`config.mk`:
```
export PLATFORM = sky130hd
export DESIGN_NAME = decimal_text_to_binary64
export DESIGN_NICKNAME = d
export VERILOG_FILES = /design/src/design/dt2b_pkg.sv /design/src/design/dt2b_fpu.sv /design/src/design/decimal_text_to_binary64.sv
export SDC_FILE = /design/constraint.sdc
export NUM_CORES = 2
export LEC_CHECK = 0
export ABC_AREA = 1
export BUFFER_PORTS_ARGS = -buffer_cell sky130_fd_sc_hd__clkbuf_2
export CAP_MARGIN = 20
export CORE_MARGIN = 10
export CORE_UTILIZATION = 25
export DETAILED_ROUTE_END_ITERATION = 10
export GPL_ROUTABILITY_DRIVEN = 0
export GPL_TIMING_DRIVEN = 0
export PLACE_DENSITY = 0.41
export SYNTH_ARGS = -nofsm -noshare
export SYNTH_HDL_FRONTEND = slang
export SYNTH_SLANG_ARGS = --single-unit
```
`constraint.sdc`:
```
create_clock -name clk -period 54.9 [get_ports clk]
set_input_delay 8.235 -clock clk [delete_from_list [all_inputs] [get_ports clk]]
set_output_delay 8.235 -clock clk [all_outputs]
set_load 0.03 [all_outputs]
```
`src/design/dt2b_pkg.sv`:
```
// ----------------------------------------------------------------------------
// dt2b_pkg: shared types and constants for the decimal text to binary64 parser
// Holds the unit request, state encodings, binary64 constants and character codes.
// ----------------------------------------------------------------------------
`default_nettype none

package dt2b_pkg;

	// Arithmetic unit operation
	typedef enum logic {
		OP_MUL,
		OP_ADD
	} fpu_op_t;

	// Request from the sequencer to the arithmetic unit
	typedef struct packed {
		logic    start;
		fpu_op_t op;
	} fpu_req_t;

	// Arithmetic unit control states
	typedef enum logic [1:0] {
		FS_IDLE,
		FS_MUL,
		FS_NORM
	} fpu_state_t;

	// Parser phases
	typedef enum logic [3:0] {
		PH_START,
		PH_SIGNED,
		PH_I,
		PH_IN,
		PH_INF,
		PH_INT,
		PH_FRAC,
		PH_EXP,
		PH_EXP_SIGN,
		PH_EXP_DIG,
		PH_STOP_NUM,
		PH_STOP_BAD,
		PH_STOP_INF
	} phase_t;

	// Sequencer states
	typedef enum logic [2:0] {
		SQ_IDLE,
		SQ_INT_MUL,
		SQ_INT_ADD,
		SQ_FRAC_SCALE,
		SQ_FRAC_MUL,
		SQ_FRAC_ADD,
		SQ_EXP,
		SQ_OUT
	} seq_state_t;

	// binary64 constants
	localparam logic [63:0] INF_BITS  = 64'h7FF0_0000_0000_0000;
	localparam logic [63:0] SIGN_BIT  = 64'h8000_0000_0000_0000;
	localparam logic [63:0] ONE_BITS  = 64'h3FF0_0000_0000_0000;
	localparam logic [63:0] TEN_BITS  = 64'h4024_0000_0000_0000;
	localparam logic [63:0] TENTH_BITS = 64'h3FB9_9999_9999_999A;

	// Character codes
	localparam logic [7:0] CH_NUL   = 8'h00;
	localparam logic [7:0] CH_0     = 8'h30;
	localparam logic [7:0] CH_9     = 8'h39;
	localparam logic [7:0] CH_DOT   = 8'h2E;
	localparam logic [7:0] CH_PLUS  = 8'h2B;
	localparam logic [7:0] CH_MINUS = 8'h2D;
	localparam logic [7:0] CH_E_LO  = 8'h65;
	localparam logic [7:0] CH_E_UP  = 8'h45;
	localparam logic [7:0] CH_I_LO  = 8'h69;
	localparam logic [7:0] CH_I_UP  = 8'h49;
	localparam logic [7:0] CH_N_LO  = 8'h6E;
	localparam logic [7:0] CH_N_UP  = 8'h4E;
	localparam logic [7:0] CH_F_LO  = 8'h66;
	localparam logic [7:0] CH_F_UP  = 8'h46;

endpackage

`default_nettype wire

```
`src/design/dt2b_fpu.sv`:
```
// ----------------------------------------------------------------------------
// dt2b_fpu: shared binary64 multiply / add unit
// Multi-cycle unit for non-negative operands: a 53x17 multiplier step runs four
// times per product, an add is aligned as its operands are loaded, and a one-bit shifter
// normalizes before round-to-nearest-even and packing.
// ----------------------------------------------------------------------------
`default_nettype none

module dt2b_fpu (
	input  logic              clk,
	input  logic              arst_n,
	input  dt2b_pkg::fpu_req_t req,
	input  logic [63:0]       opa,
	input  logic [63:0]       opb,
	output logic              done,
	output logic [63:0]       result
);
	import dt2b_pkg::*;

	typedef struct packed {
		logic               inf;
		logic signed [12:0] e;
		logic [52:0]        sig;
	} unp_t;

	localparam logic signed [12:0] EMIN = -13'sd1022;

	function automatic unp_t unpack(input logic [63:0] x);
		unp_t u;
		begin
			u.inf = (x[62:52] == 11'h7FF);
			if (x[62:52] == 11'd0) begin
				u.sig = {1'b0, x[51:0]};
				u.e   = EMIN;
			end else begin
				u.sig = {1'b1, x[51:0]};
				u.e   = $signed({2'b00, x[62:52]}) - 13'sd1023;
			end
			return u;
		end
	endfunction

	fpu_state_t st_q, st_n;

	logic [110:0]       m_q;
	logic signed [12:0] e_q;
	logic               sticky_q;
	logic [120:0]       acc_q;
	logic [52:0]        asig_q;
	logic [67:0]        bsh_q;
	logic [1:0]         cnt_q;
	logic [63:0]        res_q;
	logic               done_q;

	unp_t               ua, ub, ubig, usml;
	logic signed [12:0] ediff;
	logic [110:0]       mbig, msml, msh, mmask;
	logic               stk_add;
	logic [69:0]        pp;
	logic [120:0]       acc_n;

	logic               n_ovf, n_zero, n_shl, n_shr;
	logic [52:0]        rsig, rman;
	logic               rinc;
	logic [53:0]        rsum;
	logic signed [12:0] re, rbias;
	logic [63:0]        rpack;

	// Unpack and align operands for an add
	always_comb begin
		ua = unpack(opa);
		ub = unpack(opb);
		if (ua.e >= ub.e) begin
			ubig = ua;
			usml = ub;
		end else begin
			ubig = ub;
			usml = ua;
		end
		ediff = ubig.e - usml.e;
		mbig  = {1'b0, ubig.sig, 57'd0};
		msml  = {1'b0, usml.sig, 57'd0};
		mmask = '0;
		if (ediff > 13'sd110) begin
			msh     = '0;
			stk_add = |usml.sig;
		end else begin
			msh     = msml >> ediff[6:0];
			mmask   = ~({111{1'b1}} << ediff[6:0]);
			stk_add = |(msml & mmask);
		end
	end

	// Multiplier step: one 17-bit chunk of the second significand per cycle
	assign pp    = asig_q * bsh_q[67:51];
	assign acc_n = {acc_q[103:0], 17'd0} + {51'd0, pp};

	// Normalizer decisions
	assign n_ovf  = m_q[110];
	assign n_zero = (m_q == '0);
	assign n_shl  = !m_q[109] && (e_q > EMIN);
	assign n_shr  = (e_q < EMIN);

	// Round to nearest even and pack
	always_comb begin
		rsig = m_q[109:57];
		rinc = m_q[56] && ((|m_q[55:0]) || sticky_q || rsig[0]);
		rsum = {1'b0, rsig} + {53'd0, rinc};
		if (rsum[53]) begin
			rman = rsum[53:1];
			re   = e_q + 13'sd1;
		end else begin
			rman = rsum[52:0];
			re   = e_q;
		end
		rbias = re + 13'sd1023;
		if (!rman[52]) begin
			rpack = {12'd0, rman[51:0]};
		end else if (rbias >= 13'sd2047) begin
			rpack = INF_BITS;
		end else begin
			rpack = {1'b0, rbias[10:0], rman[51:0]};
		end
	end

	// State register
	always_ff @(posedge clk or negedge arst_n) begin
		if (!arst_n) begin
			st_q <= FS_IDLE;
		end else begin
			st_q <= st_n;
		end
	end

	// Next state
	always_comb begin
		st_n = st_q;
		case (st_q)
			FS_IDLE: begin
				if (req.start && !(ua.inf || ub.inf)) begin
					st_n = (req.op == OP_MUL) ? FS_MUL : FS_NORM;
				end
			end
			FS_MUL: begin
				if (cnt_q == 2'd3) begin
					st_n = FS_NORM;
				end
			end
			FS_NORM: begin
				if (!n_ovf && (n_zero || (!n_shl && !n_shr))) begin
					st_n = FS_IDLE;
				end
			end
			default: st_n = FS_IDLE;
		endcase
	end

	// Completion flag
	always_ff @(posedge clk or negedge arst_n) begin
		if (!arst_n) begin
			done_q <= 1'b0;
		end else begin
			done_q <= ((st_q == FS_IDLE) && req.start && (ua.inf || ub.inf)) ||
				((st_q == FS_NORM) && (st_n == FS_IDLE));
		end
	end

	// Datapath
	always_ff @(posedge clk) begin
		case (st_q)
			FS_IDLE: begin
				if (req.start) begin
					if (ua.inf || ub.inf) begin
						res_q <= INF_BITS;
					end else if (req.op == OP_MUL) begin
						asig_q   <= ua.sig;
						bsh_q    <= {15'd0, ub.sig};
						acc_q    <= '0;
						cnt_q    <= 2'd0;
						e_q      <= ua.e + ub.e + 13'sd1;
						sticky_q <= 1'b0;
					end else begin
						m_q      <= mbig + msh;
						e_q      <= ubig.e;
						sticky_q <= stk_add;
					end
				end
			end
			FS_MUL: begin
				acc_q <= acc_n;
				bsh_q <= {bsh_q[50:0], 17'd0};
				cnt_q <= cnt_q + 2'd1;
				if (cnt_q == 2'd3) begin
					m_q <= {1'b0, acc_n[105:0], 4'd0};
				end
			end
			FS_NORM: begin
				if (n_ovf || (!n_zero && !n_shl && n_shr)) begin
					m_q      <= m_q >> 1;
					sticky_q <= sticky_q | m_q[0];
					e_q      <= e_q + 13'sd1;
				end else if (!n_zero && n_shl) begin
					m_q <= m_q << 1;
					e_q <= e_q - 13'sd1;
				end else begin
					res_q <= rpack;
				end
			end
			default: begin
			end
		endcase
	end

	assign done   = done_q;
	assign result = res_q;

endmodule

`default_nettype wire

```
`src/design/decimal_text_to_binary64.sv`:
```
// ----------------------------------------------------------------------------
// decimal_text_to_binary64: character-serial decimal string to binary64 parser
// One character per transaction; a zero byte ends the string and yields one
// result transaction with status, value, value-written flag and stop offset.
// ----------------------------------------------------------------------------
//  channel | handshake            | payload
//  --------+----------------------+---------------------------------------------
//  input   | in_valid / in_stall  | ch
//  output  | out_valid / out_stall| status, value_bits, value_written, end_offset
//
//  A non-digit character other than the terminator does not use the unit. A
//  mantissa digit runs the shared binary64 unit two times (integer) or three
//  times (fraction); exponent digits do not use it. The unit normalizes one bit
//  per shift. A terminator after a number adds one multiply per exponent unit.
//  Reset is asynchronous; the parser returns to the start of a string.
//  in_stall is high while a character is being worked; a pending result waiting
//  on out_stall holds only the next terminator.
// ----------------------------------------------------------------------------
`default_nettype none

module decimal_text_to_binary64 #(
	parameter int MAX_LEN   = 1024,
	parameter int EXP_LIMIT = 2047
) (
	input  logic        clk,
	input  logic        arst_n,
	input  logic        in_valid,
	output logic        in_stall,
	input  logic [7:0]  ch,
	output logic        out_valid,
	input  logic        out_stall,
	output logic        status,
	output logic [63:0] value_bits,
	output logic        value_written,
	output logic [10:0] end_offset
);
	import dt2b_pkg::*;

	localparam int PW = $clog2(MAX_LEN + 1);
	localparam int EW = $clog2(EXP_LIMIT + 1);

	function automatic logic [63:0] digit_bits(input logic [3:0] d);
		begin
			case (d)
				4'd1:    return 64'h3FF0_0000_0000_0000;
				4'd2:    return 64'h4000_0000_0000_0000;
				4'd3:    return 64'h4008_0000_0000_0000;
				4'd4:    return 64'h4010_0000_0000_0000;
				4'd5:    return 64'h4014_0000_0000_0000;
				4'd6:    return 64'h4018_0000_0000_0000;
				4'd7:    return 64'h401C_0000_0000_0000;
				4'd8:    return 64'h4020_0000_0000_0000;
				4'd9:    return 64'h4022_0000_0000_0000;
				default: return 64'd0;
			endcase
		end
	endfunction

	seq_state_t seq_q, seq_n;
	phase_t     phase_q, ph_n;

	logic          neg_q, eneg_q, seen_q, pend_q;
	logic [63:0]   accum_q, frac_q, tmp_q;
	logic [EW-1:0] ecnt_q;
	logic [PW-1:0] pos_q, stop_q;
	logic [3:0]    dig_q;

	logic          res_st_q, res_wr_q;
	logic [10:0]   res_off_q;
	logic [63:0]   res_bits_q;

	logic          out_valid_q, out_st_q, out_wr_q;
	logic [63:0]   out_bits_q;
	logic [10:0]   out_off_q;

	logic          accept, term, is_dig, numeric_ok, out_free, exp_fin;
	logic [7:0]    dsub;
	logic [3:0]    dval;
	logic          neg_n, eneg_n, stop_ld, do_int, do_frac, ecnt_ld;
	phase_t        lead_ph;
	logic          lead_int;
	logic [EW+3:0] enext;
	logic [EW-1:0] ecnt_sat;
	logic [PW+10:0] pos_ext, stop_ext;
	logic [63:0]   sign_mask;

	fpu_req_t      fpu_req;
	logic [63:0]   fpu_a, fpu_b, fpu_res;
	logic          fpu_done;

	assign accept   = in_valid && !in_stall;
	assign in_stall = (seq_q != SQ_IDLE);
	assign term     = (ch == CH_NUL);
	assign out_free = !out_valid_q || !out_stall;
	assign dsub     = ch - CH_0;
	assign dval     = dsub[3:0];
	assign pos_ext  = {11'd0, pos_q};
	assign stop_ext = {11'd0, stop_q};
	assign sign_mask = neg_q ? SIGN_BIT : 64'd0;
	assign numeric_ok = (phase_q == PH_INT) || (phase_q == PH_EXP_DIG) ||
		((phase_q == PH_FRAC) && seen_q);
	assign exp_fin  = (seq_q == SQ_EXP) && !pend_q && (ecnt_q == '0);

	// Saturating exponent digit accumulate
	assign enext    = (EW+4)'(ecnt_q) * (EW+4)'(10) + (EW+4)'(dval);
	assign ecnt_sat = (enext > (EW+4)'(EXP_LIMIT)) ? EW'(EXP_LIMIT) : enext[EW-1:0];

	// Decode one character against the current phase
	always_comb begin
		is_dig  = ch inside {[CH_0:CH_9]};
		ph_n    = phase_q;
		neg_n   = neg_q;
		eneg_n  = eneg_q;
		stop_ld = 1'b0;
		do_int  = 1'b0;
		do_frac = 1'b0;
		ecnt_ld = 1'b0;
		lead_int = 1'b0;
		if ((ch == CH_I_LO) || (ch == CH_I_UP)) begin
			lead_ph = PH_I;
		end else if (is_dig) begin
			lead_ph  = PH_INT;
			lead_int = 1'b1;
		end else if (ch == CH_DOT) begin
			lead_ph = PH_FRAC;
		end else begin
			lead_ph = PH_STOP_BAD;
		end
		case (phase_q)
			PH_START: begin
				if ((ch == CH_PLUS) || (ch == CH_MINUS)) begin
					neg_n = (ch == CH_MINUS);
					ph_n  = PH_SIGNED;
				end else begin
					ph_n   = lead_ph;
					do_int = lead_int;
				end
			end
			PH_SIGNED: begin
				ph_n   = lead_ph;
				do_int = lead_int;
			end
			PH_I: begin
				ph_n = ((ch == CH_N_LO) || (ch == CH_N_UP)) ? PH_IN : PH_STOP_BAD;
			end
			PH_IN: begin
				ph_n = ((ch == CH_F_LO) || (ch == CH_F_UP)) ? PH_INF : PH_STOP_BAD;
			end
			PH_INF: begin
				ph_n    = PH_STOP_INF;
				stop_ld = 1'b1;
			end
			PH_INT: begin
				if (is_dig) begin
					do_int = 1'b1;
				end else if (ch == CH_DOT) begin
					ph_n = PH_FRAC;
				end else if ((ch == CH_E_LO) || (ch == CH_E_UP)) begin
					ph_n = PH_EXP;
				end else begin
					ph_n    = PH_STOP_NUM;
					stop_ld = 1'b1;
				end
			end
			PH_FRAC: begin
				if (is_dig) begin
					do_frac = 1'b1;
				end else if (!seen_q) begin
					ph_n = PH_STOP_BAD;
				end else if ((ch == CH_E_LO) || (ch == CH_E_UP)) begin
					ph_n = PH_EXP;
				end else begin
					ph_n    = PH_STOP_NUM;
					stop_ld = 1'b1;
				end
			end
			PH_EXP: begin
				if ((ch == CH_PLUS) || (ch == CH_MINUS)) begin
					eneg_n = (ch == CH_MINUS);
					ph_n   = PH_EXP_SIGN;
				end else if (is_dig) begin
					ecnt_ld = 1'b1;
					ph_n    = PH_EXP_DIG;
				end else begin
					ph_n = PH_STOP_BAD;
				end
			end
			PH_EXP_SIGN: begin
				if (is_dig) begin
					ecnt_ld = 1'b1;
					ph_n    = PH_EXP_DIG;
				end else begin
					ph_n = PH_STOP_BAD;
				end
			end
			PH_EXP_DIG: begin
				if (is_dig) begin
					ecnt_ld = 1'b1;
				end else begin
					ph_n    = PH_STOP_NUM;
					stop_ld = 1'b1;
				end
			end
			PH_STOP_NUM, PH_STOP_BAD, PH_STOP_INF: begin
			end
			default: ph_n = PH_STOP_BAD;
		endcase
	end

	// Sequencer state register
	always_ff @(posedge clk or negedge arst_n) begin
		if (!arst_n) begin
			seq_q <= SQ_IDLE;
		end else begin
			seq_q <= seq_n;
		end
	end

	// Sequencer next state and arithmetic requests
	always_comb begin
		seq_n         = seq_q;
		fpu_req.start = 1'b0;
		fpu_req.op    = OP_MUL;
		fpu_a         = accum_q;
		fpu_b         = TEN_BITS;
		case (seq_q)
			SQ_IDLE: begin
				if (accept) begin
					if (term) begin
						seq_n = numeric_ok ? SQ_EXP : SQ_OUT;
					end else if (do_int) begin
						seq_n = SQ_INT_MUL;
					end else if (do_frac) begin
						seq_n = SQ_FRAC_SCALE;
					end
				end
			end
			SQ_INT_MUL: begin
				fpu_req.start = !pend_q;
				if (fpu_done) begin
					seq_n = SQ_INT_ADD;
				end
			end
			SQ_INT_ADD: begin
				fpu_req.start = !pend_q;
				fpu_req.op    = OP_ADD;
				fpu_a         = tmp_q;
				fpu_b         = digit_bits(dig_q);
				if (fpu_done) begin
					seq_n = SQ_IDLE;
				end
			end
			SQ_FRAC_SCALE: begin
				fpu_req.start = !pend_q;
				fpu_a         = frac_q;
				fpu_b         = TENTH_BITS;
				if (fpu_done) begin
					seq_n = SQ_FRAC_MUL;
				end
			end
			SQ_FRAC_MUL: begin
				fpu_req.start = !pend_q;
				fpu_a         = frac_q;
				fpu_b         = digit_bits(dig_q);
				if (fpu_done) begin
					seq_n = SQ_FRAC_ADD;
				end
			end
			SQ_FRAC_ADD: begin
				fpu_req.start = !pend_q;
				fpu_req.op    = OP_ADD;
				fpu_b         = tmp_q;
				if (fpu_done) begin
					seq_n = SQ_IDLE;
				end
			end
			SQ_EXP: begin
				fpu_req.start = !pend_q && (ecnt_q != '0);
				fpu_b         = eneg_q ? TENTH_BITS : TEN_BITS;
				if (exp_fin) begin
					seq_n = SQ_OUT;
				end
			end
			SQ_OUT: begin
				if (out_free) begin
					seq_n = SQ_IDLE;
				end
			end
			default: seq_n = SQ_IDLE;
		endcase
	end

	// Track an operation in flight on the shared unit
	always_ff @(posedge clk or negedge arst_n) begin
		if (!arst_n) begin
			pend_q <= 1'b0;
		end else if (fpu_done) begin
			pend_q <= 1'b0;
		end else if (fpu_req.start) begin
			pend_q <= 1'b1;
		end
	end

	// Parser state: advance on characters, write back arithmetic, clear at end
	always_ff @(posedge clk or negedge arst_n) begin
		if (!arst_n) begin
			phase_q <= PH_START;
			neg_q   <= 1'b0;
			accum_q <= 64'd0;
			frac_q  <= ONE_BITS;
			seen_q  <= 1'b0;
			eneg_q  <= 1'b0;
			ecnt_q  <= '0;
			pos_q   <= '0;
			stop_q  <= '0;
		end else if ((seq_q == SQ_OUT) && out_free) begin
			phase_q <= PH_START;
			neg_q   <= 1'b0;
			accum_q <= 64'd0;
			frac_q  <= ONE_BITS;
			seen_q  <= 1'b0;
			eneg_q  <= 1'b0;
			ecnt_q  <= '0;
			pos_q   <= '0;
			stop_q  <= '0;
		end else if (accept && !term) begin
			phase_q <= ph_n;
			neg_q   <= neg_n;
			eneg_q  <= eneg_n;
			if (do_int || do_frac) begin
				seen_q <= 1'b1;
			end
			if (ecnt_ld) begin
				ecnt_q <= ecnt_sat;
			end
			if (stop_ld) begin
				stop_q <= pos_q;
			end
			if (pos_q < PW'(MAX_LEN)) begin
				pos_q <= pos_q + PW'(1);
			end
		end else if (fpu_done) begin
			case (seq_q)
				SQ_INT_ADD, SQ_FRAC_ADD: accum_q <= fpu_res;
				SQ_FRAC_SCALE:           frac_q  <= fpu_res;
				SQ_EXP: begin
					accum_q <= fpu_res;
					ecnt_q  <= ecnt_q - EW'(1);
				end
				default: begin
				end
			endcase
		end
	end

	// Hold the digit and the temporary product
	always_ff @(posedge clk) begin
		if (accept && !term) begin
			dig_q <= dval;
		end
		if (fpu_done && ((seq_q == SQ_INT_MUL) || (seq_q == SQ_FRAC_MUL))) begin
			tmp_q <= fpu_res;
		end
	end

	// Prepare the result at the terminator; numeric value after the exponent loop
	always_ff @(posedge clk) begin
		if (accept && term) begin
			res_st_q   <= 1'b1;
			res_wr_q   <= 1'b0;
			res_off_q  <= 11'd0;
			res_bits_q <= 64'd0;
			if (phase_q == PH_INF) begin
				res_st_q   <= 1'b0;
				res_wr_q   <= 1'b1;
				res_off_q  <= pos_ext[10:0];
				res_bits_q <= INF_BITS | sign_mask;
			end else if (phase_q == PH_STOP_INF) begin
				res_wr_q   <= 1'b1;
				res_off_q  <= stop_ext[10:0];
				res_bits_q <= INF_BITS | sign_mask;
			end else if (numeric_ok) begin
				res_st_q  <= 1'b0;
				res_wr_q  <= 1'b1;
				res_off_q <= pos_ext[10:0];
			end else if (phase_q == PH_STOP_NUM) begin
				res_off_q <= stop_ext[10:0];
			end
		end else if (exp_fin) begin
			res_bits_q <= accum_q ^ sign_mask;
		end
	end

	// Output register
	always_ff @(posedge clk or negedge arst_n) begin
		if (!arst_n) begin
			out_valid_q <= 1'b0;
		end else if ((seq_q == SQ_OUT) && out_free) begin
			out_valid_q <= 1'b1;
		end else if (out_valid_q && !out_stall) begin
			out_valid_q <= 1'b0;
		end
	end

	always_ff @(posedge clk) begin
		if ((seq_q == SQ_OUT) && out_free) begin
			out_st_q   <= res_st_q;
			out_wr_q   <= res_wr_q;
			out_off_q  <= res_off_q;
			out_bits_q <= res_bits_q;
		end
	end

	dt2b_fpu u_fpu (
		.clk    (clk),
		.arst_n (arst_n),
		.req    (fpu_req),
		.opa    (fpu_a),
		.opb    (fpu_b),
		.done   (fpu_done),
		.result (fpu_res)
	);

	assign out_valid     = out_valid_q;
	assign status        = out_st_q;
	assign value_bits    = out_bits_q;
	assign value_written = out_wr_q;
	assign end_offset    = out_off_q;

	// The unit only completes an operation the sequencer started
	a_done_pending: assert property (@(posedge clk) disable iff (!arst_n)
		fpu_done |-> pend_q)
		else $error("arithmetic unit completed with nothing in flight");

	// Exponent count never passes its limit
	a_exp_limit: assert property (@(posedge clk) disable iff (!arst_n)
		ecnt_q <= EW'(EXP_LIMIT))
		else $error("exponent count above limit");

	// Position never passes the maximum length
	a_pos_limit: assert property (@(posedge clk) disable iff (!arst_n)
		pos_q <= PW'(MAX_LEN))
		else $error("position above maximum length");

	// Leaving the result state always presents a result transaction
	a_out_load: assert property (@(posedge clk) disable iff (!arst_n)
		((seq_q == SQ_OUT) && out_free) |=> out_valid)
		else $error("result not presented");

endmodule

`default_nettype wire

```
==> results.txt <==
post-synthesis compound-gate area fraction - 12.5%
final instance area - 90800 sq um
via count - 74100
hold_buf cts - 0
Setup Skew - 0.0886 ns
Ys Warns - 0
min-delay worst type - reg2reg
fin cells - 14900
antenna violations before repair - 47
worst-path fanout max - 10
syn_area_per_cell - 7.85 sq um
largest net degree at the start of global routing - 95
Clock Pin Slew Worst Setup and Hold Paths - 0.06 ns
cts repair resizes - 0
DP HPWL - 324 mm
Setup Crit Path Kind - reg2reg
unrepaired setup endpoints after global routing - no
layout cells sized above 1 - 6.39%
Post-DRT Antenna Nets - 0
post-layout net count - 11600
clock root buffer - clkbuf_16
All-Layer GR Usage - 21.6%
Iter 0 DRT Violations - 8519
CTS Buf Count - 96
worst path bufs/invs - 7
EDFF count, synth - 621
crit-path most repeated cell - nand2_1
clk sinks - 802
Placed Instances - 14700
Slew Viols, Final - 0
Cell Area, Placed - 87500 sq um
H-Tree Level Count - 3
vias in the first global route - 73200
Ports - 91
max capacitance violation total - 0
CP endpoint kind - register
period utilisation layout - 21.8%
synthesized net count - 11400
First-pass DRT Iterations - 9
Worst Tran Pin Value - 1.47 ns
initial core utilization - 25.1%
worst-case clock buffer depth - 3
Post-Place Setup Slack - 43.34 ns
TNS Setup - 0 ns
Final WS setup - 42.96 ns
status - complete, no violations
Critical Path Start Type - register
mux contribution to synthesized area - 0.879%
met1 Usage GRT - 28.1%
fraction of the mapped netlist area in simple logic gates - 19.5%
post-synthesis register bit count - 802
ys flop type - edfxtp_1
Worst-Skew Late Latency - 0.79 ns
met2 usage - 33.5%
core area - 321000 sq um
Max-slew headroom - 2.07%
count leader, synth - nand2_1
buffer count from post-CTS setup fixing - 0
# rows - 208
post-synthesis sequential area ratio - 28.8%
main combinational cell family by area after synthesis - adder cells
Die Span Y - 587 um
Post-synth ARST share - 21.7%
Port Buffers - 90
Cells after Synth - 10200
Post-Route WL - 386 mm
setup violators final - 0
DRC viols - 0
Synth cell types - 76
Post-Synth XOR/XNOR Area - 1.24%
DR WL/cell - 25.8 um
Max stage delay cell, worst path - o21ai_0
synthesized area - 80400 sq um
Yosys top cell by area - edfxtp_1
final hold viol count - 0
Area contributors post-synth - edfxtp_1 23%, fa_1 20%, nand2_1 12%
die width - 587 um
CP Data Arrival Time - 12.54 ns
fmax - 0.0837 GHz
area grow syn2layout - 13.0%
commonest cells in the netlist - 2468 x nand2_1, 2013 x inv_1, 821 x fa_1, 738 x nor2_1, 695 x o21ai_0
largest delay contributor family on the critical path - compound AO/OA/AOI/OAI gates
top cell type's share of synthesized area - 23.2%
total gr overflow - 0
Post-Synth Adder-Cell Area - 24.7%
met3 GRT Util - 3.94%
GRT busiest layer - met2
max incr delay on CP - 0.90 ns
CTS tree - yes
Avg Vias per Cell - 4.96
CP required - 55.49 ns
die area - 345000 sq um
first-pass GRT wire length - 544 mm
fin crit period - 11.94 ns
-- through the flow --
step	hold slack [ns]	util [%]
4_1_cts	0.401	28.3
6_report	0.410	28.3
5_1_grt	0.425	28.3
3_5_place_dp	0.405	27.3
2_1_floorplan	0.400	-
3_3_place_gp	0.406	26.9
-- logic make-up after synthesis --
family | Yosys count
multiplexers | 64
XOR/XNOR | 114
AND/OR/NAND/NOR | 3821
adder cells (fa/ha/maj) | 1097
AO/OA/AOI/OAI | 1796
flip-flops | 802
buffers and inverters | 2551
-- cell usage in the layout, fill, tap and decap left out, types with 91 or more instances in the layout --
cell type / n
edfxtp_1: 621
nor2_1: 736
inv_1: 2013
clkbuf_2: 96
clkbuf_16: 96
clkbuf_1: 384
o21ai_1: 187
ha_1: 276
xor2_1: 96
fa_1: 821
buf_2: 91
dfrtp_1: 164
o21ai_0: 691
nand2_1: 2468
a21oi_1: 468
nand3_1: 263
-- layer usage --
metal  vias to the layer above  wire length [um]
met3                       823             30200
met1                     36600            160000
met5                         -                58
met4                        10             26500
li1                      32900                 -
met2                      3665            169000
-- area by class of cell --
type / instances / area, sq um
multi-input cells: 6892 / 47400
repair buffers: 177 / 1700
clock inverters: 62 / 662
fillers: 35000 / 230000
clock buffers: 120 / 2550
well taps: 4305 / 5390
diodes: 24 / 60.1
flip-flops and latches: 802 / 23200
inverters: 2045 / 7690
plain buffers: 506 / 2190
-- sequential cells by signal, indices dropped and copies added, names as in the netlist, 2 cells and up, named ones only --
signal / cells
tmp_q: 63
seq_q: 3
u_fpu.st_q: 2
u_fpu.bsh_q: 68
phase_q: 4
dig_q: 4
u_fpu.e_q: 13
accum_q: 63
u_fpu.cnt_q: 2
res_bits_q: 64
res_off_q: 11
stop_q: 11
pos_q: 11
u_fpu.asig_q: 53
value_bits: 64
u_fpu.m_q: 111
u_fpu.result: 63
ecnt_q: 11
u_fpu.acc_q: 89
frac_q: 63
end_offset: 11
-- worst paths after layout --
kind / start / endpoint / slack [ns] / cells after the start
max in group asynchronous: arst_n / accum_q[36] / 46.32 / 2
hold / removal: res_bits_q[20] / value_bits[20] / 0.41 / 0
setup reg to reg: seq_q[0] / u_fpu.m_q[107] / 42.96 / 51
hold reg to reg: res_bits_q[20] / value_bits[20] / 0.41 / 0
min in group asynchronous: arst_n / accum_q[58] / 7.52 / 1
setup / recovery: seq_q[0] / u_fpu.m_q[107] / 42.96 / 51
Power is left out: the tool's default activity adds up to more than one toggle a clock period on the data nets, which glitch-free logic cannot reach.
